**src/design/lmsd_pkg.sv**
```systemverilog
`default_nettype none
package lmsd_pkg;

   localparam int MaxNumbers = 1024;
   localparam int AddrWidth  = $clog2(MaxNumbers);
   localparam int CountWidth = $clog2(MaxNumbers + 1);
   localparam int ValueWidth = 24;
   localparam int PosWidth   = 16;
   localparam int SumWidth   = 34;
   localparam int DiffWidth  = 26;
   localparam int SqWidth    = 2 * DiffWidth;
   localparam int SumSqWidth = SqWidth + AddrWidth + 1;
   localparam int QueueDepth = 4;
   localparam int QueueAddrWidth = $clog2(QueueDepth);

   // one accepted item after classification
   typedef struct packed {
      logic                         store;
      logic                         last;
      logic signed [ValueWidth-1:0] value;
      logic [PosWidth-1:0]          position;
   } item_type;

   typedef struct packed {
      logic signed [ValueWidth-1:0] mean_value;
      logic [ValueWidth-1:0]        std_deviation;
      logic [CountWidth-1:0]        number_count;
      logic [PosWidth-1:0]          last_number_position;
      logic                         empty_list;
      logic                         overflowed;
   } result_type;

endpackage
`default_nettype wire

```
**src/design/lmsd_front.sv**
```systemverilog
`default_nettype none
// Classify items: keep numbers, count them, track position and overflow.
module lmsd_front (
   input  wire logic               clock,
   input  wire logic               reset,
   input  wire logic               req_valid,
   input  wire logic signed [23:0] req_sample_value,
   input  wire logic               req_is_number,
   input  wire logic [15:0]        req_position,
   input  wire logic               req_last_item,
   output lmsd_pkg::item_type      item_out,
   output logic                    item_valid,
   output logic                    list_overflow
);

   logic [lmsd_pkg::CountWidth-1:0] count_ff, count_in;
   logic                            ovf_ff, ovf_in;
   logic [15:0]                     pos_ff, pos_in;
   logic                            has_room;

   assign has_room = count_ff < lmsd_pkg::CountWidth'(lmsd_pkg::MaxNumbers);

   // decide what to do with this word
   always_comb begin
      item_out.store    = req_is_number && has_room;
      item_out.last     = req_last_item;
      item_out.value    = req_sample_value;
      item_out.position = req_is_number ? req_position : pos_ff;
      item_valid        = req_valid && (item_out.store || req_last_item);
      list_overflow     = ovf_ff || (req_is_number && !has_room);
      count_in = count_ff;
      ovf_in   = ovf_ff;
      pos_in   = pos_ff;
      if (req_valid) begin
         if (req_last_item) begin
            count_in = '0;
            ovf_in   = 1'b0;
            pos_in   = '0;
         end else begin
            if (item_out.store) count_in = count_ff + 1'b1;
            ovf_in = list_overflow;
            pos_in = item_out.position;
         end
      end
   end

   always_ff @(posedge clock) begin
      if (reset) begin
         count_ff <= '0;
         ovf_ff   <= 1'b0;
         pos_ff   <= '0;
      end else begin
         count_ff <= count_in;
         ovf_ff   <= ovf_in;
         pos_ff   <= pos_in;
      end
   end

endmodule
`default_nettype wire

```
**config.mk**
```make
export PLATFORM = sky130hd
export DESIGN_NAME = lmsd_front
export DESIGN_NICKNAME = d
export VERILOG_FILES = /design/src/design/lmsd_pkg.sv /design/src/design/lmsd_front.sv
export SDC_FILE = /design/constraint.sdc
export NUM_CORES = 1
export LEC_CHECK = 0
export ABC_AREA = 1
export BUFFER_PORTS_ARGS = -buffer_cell sky130_fd_sc_hd__buf_2
export CAP_MARGIN = 20
export CORE_MARGIN = 2
export CORE_UTILIZATION = 44
export DETAILED_ROUTE_END_ITERATION = 12
export PLACE_DENSITY = 0.8
export SLEW_MARGIN = 0
export SYNTH_ARGS = -nofsm -noshare
export SYNTH_HDL_FRONTEND = slang
export SYNTH_SLANG_ARGS = --single-unit
```
**constraint.sdc**
```tcl
create_clock -name clock -period 1.3 [get_ports clock]
set_input_delay 0.065 -clock clock [delete_from_list [all_inputs] [get_ports clock]]
set_output_delay 0.065 -clock clock [all_outputs]
set_load 0.1 [all_outputs]
```
==> out/results.txt <==
Setup crit start: count_ff[10]$_SDFFE_PP0P_
via count: 1,422
final setup violation count: 0
Worst-path clk slew: 0.15 ns
Ports: 89
Post-DP Area: 0.00193 mm2
Num CTS Buffers: 3
Starting Density: 45.9%
sw frac: 33.1%
Rows: 21
hold_ws: 0.0282 ns
actual slew at the worst max-slew pin: 0.481 ns
CTS Sinks: 28
Place WS: 0.0510 ns
Slew Limit Fails: 0
Avg Cell Area, Syn: 6.72 um2
TritonCTS clock tree: yes
Seq/Total Area, Yosys: 36.3%
Reg power frac: 42.1%
skew final: 0.00289 ns
required time at the worst-slack endpoint: 1.24 ns
Reg2Reg Depth: 5
Post-Layout Inst Area: 0.00204 mm2
setup TNS: 0 ns
most frequent cells in the layout: nand2_1, dfxtp_1, a21oi_1
Comb pwr share: 30.8%
critical path, cell by cell: inv_2 -> nand3_4 -> nand2_4 -> buf_6 -> buf_12
area of the die: 0.00400 mm2
Crit Path Class: reg -> out
Port Buffers: 40
Worst-Skew Late Latency: 0.33 ns
Congestion Overflow GR: 0
clock network power share: 27.1%
vias in the first global route: 1,300
Seq cells post-synth: 28
fmax: 795 MHz
Leak: 0.860 nW
antenna-violating nets left: 0
HPWL after detailed placement: 2310 um
ANT cells: 0
# hold bufs at CTS: 0
Syn Inst Count: 230
type of origin of the critical path: register
wire per inst: 11.0 um
RSZ-0062 raised after global routing: yes
final cell count without fillers: 295
detailed-route wire length: 3250 um
final worst slack: 0.0429 ns
post-synth top area cell: dfxtp_1
area grow syn2layout: 31.7%
Switch Pwr: 0.693 mW
routability cong.: 0.860
Inst Count DP: 288
RR Startpoint: count_ff[1]$_SDFFE_PP0P_
GR Util All Layers: 16.5%
antenna violations before repair: 0
Clock Path Buffers: 2
Syn Nets: 276
stages on the worst setup path: 5
Period minus WS final: 1.26 ns
CP max-delay cell: dfxtp_2
htree depth: 1
initial DRC count: 53
final worst path period share: 96.7%
Power Internal: 1.40 mW
Worst Path Buf+Inv: 3
layout net count: 296
Synth Cell Area: 0.00155 mm2
Synth warnings: 0
largest net degree at the start of global routing: 19
MaxCap Viol Count: 0
top post-synthesis cells by area: dfxtp_1, nand2_1, buf_4
share of cells above drive strength 1: 33.7%
Worst IR Drop VDD: 0.513 mV
worst-path fanout max: 3
# DRC: 0
final hold vios: 0
critical path's top delay family: flip-flops
Yosys top cell area share: 36.3%
status: finished, final reports clean
PD cells: 1030 mW/mm2
Via density: 4.82
Worst setup EP type: output pin
Core Area: 0.00336 mm2
max_slew headroom: 68.1%
DR pass1 iterations: 4
Clock Root Buffer: clkbuf_4
hold_sp: reset
hold depth: 4
post-synth cell types: 23
first-pass GRT wire length: 5390 um
HP Class: in -> reg
Die Ht: 63.3 um
CP arrival: 1.19 ns
chip width: 63.3 um
max incr delay on CP: 0.36 ns
commonest non-fill, non-tap cell in the layout: nand2_1
==> worst reg2reg max path, cell delays in order (launching register included) <==
cell and delay, ns:
dfxtp_1 0.40, ha_1 0.18, nand2_1 0.10, nor3_2 0.23
nand4_1 0.12, a21oi_1 0.14
==> per-layer routing <==
layer | track usage [%] | part of all wire [%]
met2 | 30.1 | 50
met4 | 8.15 | 2.0
met5 | 0 | 0
met3 | 3.75 | 5.1
met1 | 17.9 | 42
==> repair_timing <==
item,4_1_cts,5_1_grt
pin swaps,1,1
buffers inserted,3,0
endpoints found under the setup margin,1,7
resized for setup,3,7
==> power by group through the flow <==
stage | combinational (mW) | clock, mW | sequential [mW]
2_1_floorplan | 0.763 | 0 | 0.898
3_3_place_gp | 0.628 | 0 | 0.899
3_5_place_dp | 0.631 | 0 | 0.900
4_1_cts | 0.641 | 0.578 | 0.882
5_1_grt | 0.674 | 0.616 | 0.884
6_report | 0.645 | 0.566 | 0.882
==> synthesized netlist by cell type <==
| cell | n |
|---|---|
| a211oi_1 | 1 |
| a21oi_1 | 24 |
| a21oi_2 | 1 |
| buf_1 | 1 |
| buf_2 | 2 |
| buf_4 | 27 |
| buf_6 | 2 |
| clkbuf_1 | 1 |
| dfxtp_1 | 28 |
| ha_1 | 1 |
| inv_1 | 11 |
| inv_2 | 2 |
| nand2_1 | 97 |
| nand2_2 | 1 |
| nand2_4 | 1 |
| nand3_1 | 3 |
| nand3_2 | 1 |
| nand4_1 | 3 |
| nor2_1 | 12 |
| nor2_4 | 2 |
| nor3_1 | 6 |
| o21ai_0 | 2 |
| o21bai_2 | 1 |
==> cells by family after synthesis <==
| kind of cell | synth area share (%) |
|---|---|
| AO/OA/AOI/OAI | 10.2 |
| adder cells (fa/ha/maj) | 0.810 |
| buffers and inverters | 18.9 |
| flip-flops | 36.3 |
| AND/OR/NAND/NOR | 33.8 |
==> registers in the layout, indices dropped and copies added, names as in the netlist <==
signal and count:
pos_ff 16, count_ff 11, ovf_ff 1
==> cell type report <==
cell class	count	area (um2)
well taps	46	57.6
repair buffers	48	553
fillers	304	1330
clock buffers	3	22.5
inverters	13	48.8
flip-flops and latches	28	563
multi-input cells	156	761
clock inverters	1	30.0
==> through the flow <==
step / util [%] / power, mW
2_1_floorplan: - / 1.66
3_3_place_gp: 57.3 / 1.53
3_5_place_dp: 57.3 / 1.53
4_1_cts: 59.7 / 2.10
5_1_grt: 60.5 / 2.18
6_report: 60.5 / 2.09
==> worst paths after layout <==
| kind | endpoint | slack (ns) |
|---|---|---|
| max | item_valid | 0.04 |
| min | count_ff[6]$_SDFFE_PP0P_ | 0.03 |
| max reg2reg | count_ff[10]$_SDFFE_PP0P_ | 0.06 |
| min reg2reg | pos_ff[13]$_SDFFE_PP0P_ | 0.47 |
No activity file was read; power rests on OpenSTA's default activity.
