`src/design/lmsd_pkg.sv`:
```
`default_nettype none
package lmsd_pkg;

   localparam int MaxNumbers = 1024;
   localparam int AddrWidth  = $clog2(MaxNumbers);
   localparam int CountWidth = $clog2(MaxNumbers + 1);
   localparam int ValueWidth = 24;
   localparam int PosWidth   = 16;
   localparam int SumWidth   = 34;
   localparam int DiffWidth  = 26;
   localparam int SqWidth    = 2 * DiffWidth;
   localparam int SumSqWidth = SqWidth + AddrWidth + 1;
   localparam int QueueDepth = 4;
   localparam int QueueAddrWidth = $clog2(QueueDepth);

   // one accepted item after classification
   typedef struct packed {
      logic                         store;
      logic                         last;
      logic signed [ValueWidth-1:0] value;
      logic [PosWidth-1:0]          position;
   } item_type;

   typedef struct packed {
      logic signed [ValueWidth-1:0] mean_value;
      logic [ValueWidth-1:0]        std_deviation;
      logic [CountWidth-1:0]        number_count;
      logic [PosWidth-1:0]          last_number_position;
      logic                         empty_list;
      logic                         overflowed;
   } result_type;

endpackage
`default_nettype wire

```
`src/design/lmsd_queue.sv`:
```
`default_nettype none
// Short queue between front and back; the last word carries the list flags.
module lmsd_queue (
   input  wire logic               clock,
   input  wire logic               reset,
   input  wire logic               push,
   input  wire lmsd_pkg::item_type push_item,
   input  wire logic               push_ovf,
   output logic                    full,
   input  wire logic               pop,
   output lmsd_pkg::item_type      pop_item,
   output logic                    pop_ovf,
   output logic                    empty
);

   lmsd_pkg::item_type mem_ff [lmsd_pkg::QueueDepth];
   logic               ovf_mem_ff [lmsd_pkg::QueueDepth];
   logic [lmsd_pkg::QueueAddrWidth:0] wr_ff, rd_ff;

   assign empty    = wr_ff == rd_ff;
   assign full     = (wr_ff[lmsd_pkg::QueueAddrWidth-1:0] == rd_ff[lmsd_pkg::QueueAddrWidth-1:0])
                     && (wr_ff[lmsd_pkg::QueueAddrWidth] != rd_ff[lmsd_pkg::QueueAddrWidth]);
   assign pop_item = mem_ff[rd_ff[lmsd_pkg::QueueAddrWidth-1:0]];
   assign pop_ovf  = ovf_mem_ff[rd_ff[lmsd_pkg::QueueAddrWidth-1:0]];

   always_ff @(posedge clock) begin
      if (push && !full) begin
         mem_ff[wr_ff[lmsd_pkg::QueueAddrWidth-1:0]]     <= push_item;
         ovf_mem_ff[wr_ff[lmsd_pkg::QueueAddrWidth-1:0]] <= push_ovf;
      end
   end

   always_ff @(posedge clock) begin
      if (reset) begin
         wr_ff <= '0;
         rd_ff <= '0;
      end else begin
         if (push && !full) wr_ff <= wr_ff + 1'b1;
         if (pop && !empty) rd_ff <= rd_ff + 1'b1;
      end
   end

   assert property (@(posedge clock) disable iff (reset) full |-> !empty)
      else $error("queue full and empty");
   assert property (@(posedge clock) disable iff (reset)
      (push && !full && !(pop && !empty)) |=> !empty)
      else $error("queue lost a word");
   assert property (@(posedge clock) disable iff (reset)
      (wr_ff - rd_ff) <= (lmsd_pkg::QueueAddrWidth+1)'(lmsd_pkg::QueueDepth))
      else $error("queue occupancy out of range");

endmodule
`default_nettype wire

```
`config.mk`:
```
export PLATFORM = sky130hd
export DESIGN_NAME = lmsd_queue
export DESIGN_NICKNAME = d
export VERILOG_FILES = /design/src/design/lmsd_pkg.sv /design/src/design/lmsd_queue.sv
export SDC_FILE = /design/constraint.sdc
export NUM_CORES = 1
export LEC_CHECK = 0
export BUFFER_PORTS_ARGS = -buffer_cell sky130_fd_sc_hd__clkbuf_2
export CAP_MARGIN = 25
export CORE_MARGIN = 5
export CORE_UTILIZATION = 59
export CTS_BUF_LIST = sky130_fd_sc_hd__clkbuf_8
export CTS_CLUSTER_DIAMETER = 50
export CTS_CLUSTER_SIZE = 25
export DETAILED_ROUTE_END_ITERATION = 12
export GPL_ROUTABILITY_DRIVEN = 1
export GPL_TIMING_DRIVEN = 0
export PLACE_DENSITY = 0.9
export REMOVE_ABC_BUFFERS = 1
export SLEW_MARGIN = 20
export SYNTH_ARGS = -nofsm -noshare
export SYNTH_HDL_FRONTEND = slang
export SYNTH_SLANG_ARGS = --single-unit
export TNS_END_PERCENT = 10
```
`constraint.sdc`:
```
create_clock -name clock -period 3.4 [get_ports clock]
set_input_delay 0.34 -clock clock [delete_from_list [all_inputs] [get_ports clock]]
set_output_delay 0.34 -clock clock [all_outputs]
set_load 0.005 [all_outputs]
```
==> summary.md <==
| Metric | Value |
|---|---|
| DRT Pass-1 Iters | 4 |
| DIE AREA | 13750 sq um |
| Sink Count | 180 |
| Distinct cells, synth | 27 |
| Top post-synthesis cells by area | edfxtp_1, mux4_2, dfxtp_1 |
| Crit-path max FO | 23 |
| Sequential-to-total area share from yosys stat | 78.48% |
| TritonCTS clock tree | done |
| Hold Path Depth | 1 |
| Critical Path AT | 2.05 ns |
| Avg WL per Cell | 21.09 um |
| Die Width | 117.2 um |
| Rows | 39 |
| Netlist area before placement | 6785 sq um |
| Synthesis warning total | 0 |
| Critical path data required time | 3.06 ns |
| R2r worst-path depth | 3 |
| Synth Register Bits | 180 |
| Ys async rst share | 0% |
| Ports | 92 |
| Largest net degree at the start of global routing | 44 |
| Num CTS Buffers | 17 |
| Worst-case clock buffer depth | 2 |
| Number of synthesized flops with an enable pin | 172 |
| ANT nets after route | 0 |
| Synth top area share | 76.12% |
| Drt total wl | 11.62 mm |
| Leak | 2.644 nW |
| Rel. slew slack | 55.74% |
| Die H | 117.2 um |
| Clk slew on worst S/H paths | 0.10 ns |
| Clk Tree Root Cell | clkbuf_8 |
| Max Cap Violations | 0 |
| Critical path class | flip-flop to primary output |
| Fillcell total | 698 |
| Drt drc | 0 |
| Post-synth top cells | edfxtp_1, mux4_2, dfxtp_1 |
| Final hold viol count | 0 |
| Power per Cell Area | 694.1 nW/um^2 |
| Post-DP Area | 7408 sq um |
| DR vias/cell | 5.806 |
| Max VDD drop | 0.6518 mV |
| Crit start category | flip-flop |
| Reg area | 5330 sq um |
| Run status | finished clean |
| Initial Utilization | 59.68% |
| Clock Skew | 0.009887 ns |
| Initial antenna violation count | 0 |
| CTS H-Tree Depth | 4 |
| Clk_lat worst skew | 0.43 ns |
| Vias | 3199 |
| Port bufs | 91 |
| GPL Wtd Cong | 0.8331 |
| Cell taking the most area after synthesis | edfxtp_1 |
| Mean post-synth cell area | 22.92 sq um |
| Worst Tran Pin Value | 0.6638 ns |
| Grt ovf | 0 |
| Setup TNS | 0 ns |
| Most used DFF post-synth | edfxtp_1 |
| Area of the multi-input gates | 1385 sq um |
| Placeable Area | 11370 sq um |
| Syn Inst Count | 296 |
| Post-cts sizing count | 0 |
| GRT Total Usage | 18.06% |
| Antenna Diode Count | 0 |
| HP Class | input pin to flip-flop |
| Final Setup Violations | 0 |
| RSZ-0062 raised after global routing | no |
| Slew Viols, Final | 0 |
| Post-route minimum period | 2.391 ns |
| First-pass GRT wire length | 18.13 mm |
| Vias in the first global route | 3476 |
| Post-DP HPWL | 7.112 mm |
| Crit. End Element | primary output |
| Area Growth Syn to Fin | 15.56% |
| Fmax | 0.4183 GHz |
| DRT iter0 DRCs | 197 |
| # hold bufs at CTS | 0 |
| Fin crit share | 70.31% |
| Post-route cell area | 7841 sq um |
| Share of cells above drive strength 1 | 42.89% |
| # Post-CTS Setup Buffers | 0 |
| Most common cell in the netlist | edfxtp_1 |
| Reg-to-reg setup timing slack | 1.10 ns |
| Final nets | 447 |
## worst max-delay path, cell delays in order (launching register included)
cell	delay, ns
dfxtp_4	0.64
buf_12	0.28
mux4_2	0.54
clkbuf_2	0.14
## cells in the final DEF, fill, tap and decap left out, types with 2 or more instances in the layout
master / synthesis / routed
a211o_1: 2 / 2
a21oi_1: 2 / 2
a31oi_1: 2 / 2
a41oi_1: 2 / 2
and2_4: 0 / 4
buf_12: 0 / 2
bufinv_16: 0 / 3
clkbuf_2: 0 / 91
clkbuf_8: 0 / 17
clkinv_2: 0 / 2
clkinv_4: 0 / 2
dfxtp_1: 8 / 6
edfxtp_1: 172 / 172
ha_1: 5 / 5
inv_1: 5 / 5
inv_6: 0 / 4
inv_8: 0 / 2
mux4_2: 43 / 43
nand2_1: 3 / 3
nand3_1: 5 / 5
nand4_1: 6 / 6
nor2b_1: 3 / 3
nor3_1: 2 / 2
nor3b_1: 4 / 4
o211ai_1: 2 / 2
o21ai_0: 5 / 5
xnor2_1: 3 / 3
xor2_1: 2 / 2
## kinds of logic (layout without fill, tap and decap cells)
family	count (synthesis)	count (layout)	share of synthesized area [%]
muxes	43	43	14.27
AOI/OAI and AO/OA	15	15	1.438
and+or+nand+nor	29	29	2.582
DFF	180	180	78.48
buffers and inverters	18	130	1.254
adders and majority gates	5	5	0.9220
xor gates and xnor gates	6	6	1.051
## metal layers
metal | vias to the layer above | global-route usage, % | wire length, um
met5 | - | 0 | 0
met4 | 0 | 6.269 | 108
li1 | 1447 | - | -
met1 | 1641 | 23.75 | 4685
met3 | 9 | 4.319 | 750
met2 | 102 | 29.90 | 6077
## worst paths after layout
path	endpoint	from
setup reg to reg	mem_ff[1][21]	wr_ff[1]
setup / recovery	pop_item[8]	flip-flop
hold reg to reg	rd_ff[2]	rd_ff[2]
hold / removal	mem_ff[3][10]	push_item[10]
## stage by stage
step	cells	util (%)	hold WS, ns	setup slack [ns]	total power [mW]
2_1_floorplan	283	-	0.4094	0.5145	3.508
3_3_place_gp	517	64.67	0.5056	-0.3340	3.959
3_5_place_dp	519	65.16	0.5394	1.118	3.995
4_1_cts	551	68.97	0.08544	0.9167	5.515
5_1_grt	551	68.97	0.08049	0.8387	5.714
6_report	551	68.97	0.1233	1.009	5.443
## final cells by class
class	instances	share of cell area, %
Multi-Input combinational cell	98	17.66
Clock inverter	15	2.537
Tap cell	143	2.282
Sequential cell	180	67.98
Clock buffer	17	2.984
Timing Repair Buffer	93	6.319
Inverter	5	0.2393
## sequential cells by signal, summed over array words and instances (netlist names), named ones only
name        flops
wr_ff           3
rd_ff           3
ovf_mem_ff      4
mem_ff        168
## power by group
group / leakage, nW / switching [mW] / total [mW] / internal (mW)
Sequential: 1.65 / 0.153 / 2.80 / 2.65
Clock: 0.218 / 0.778 / 1.53 / 0.753
Combinational: 0.781 / 0.502 / 1.11 / 0.606
Note: power is estimated with default switching activity, not from simulation.
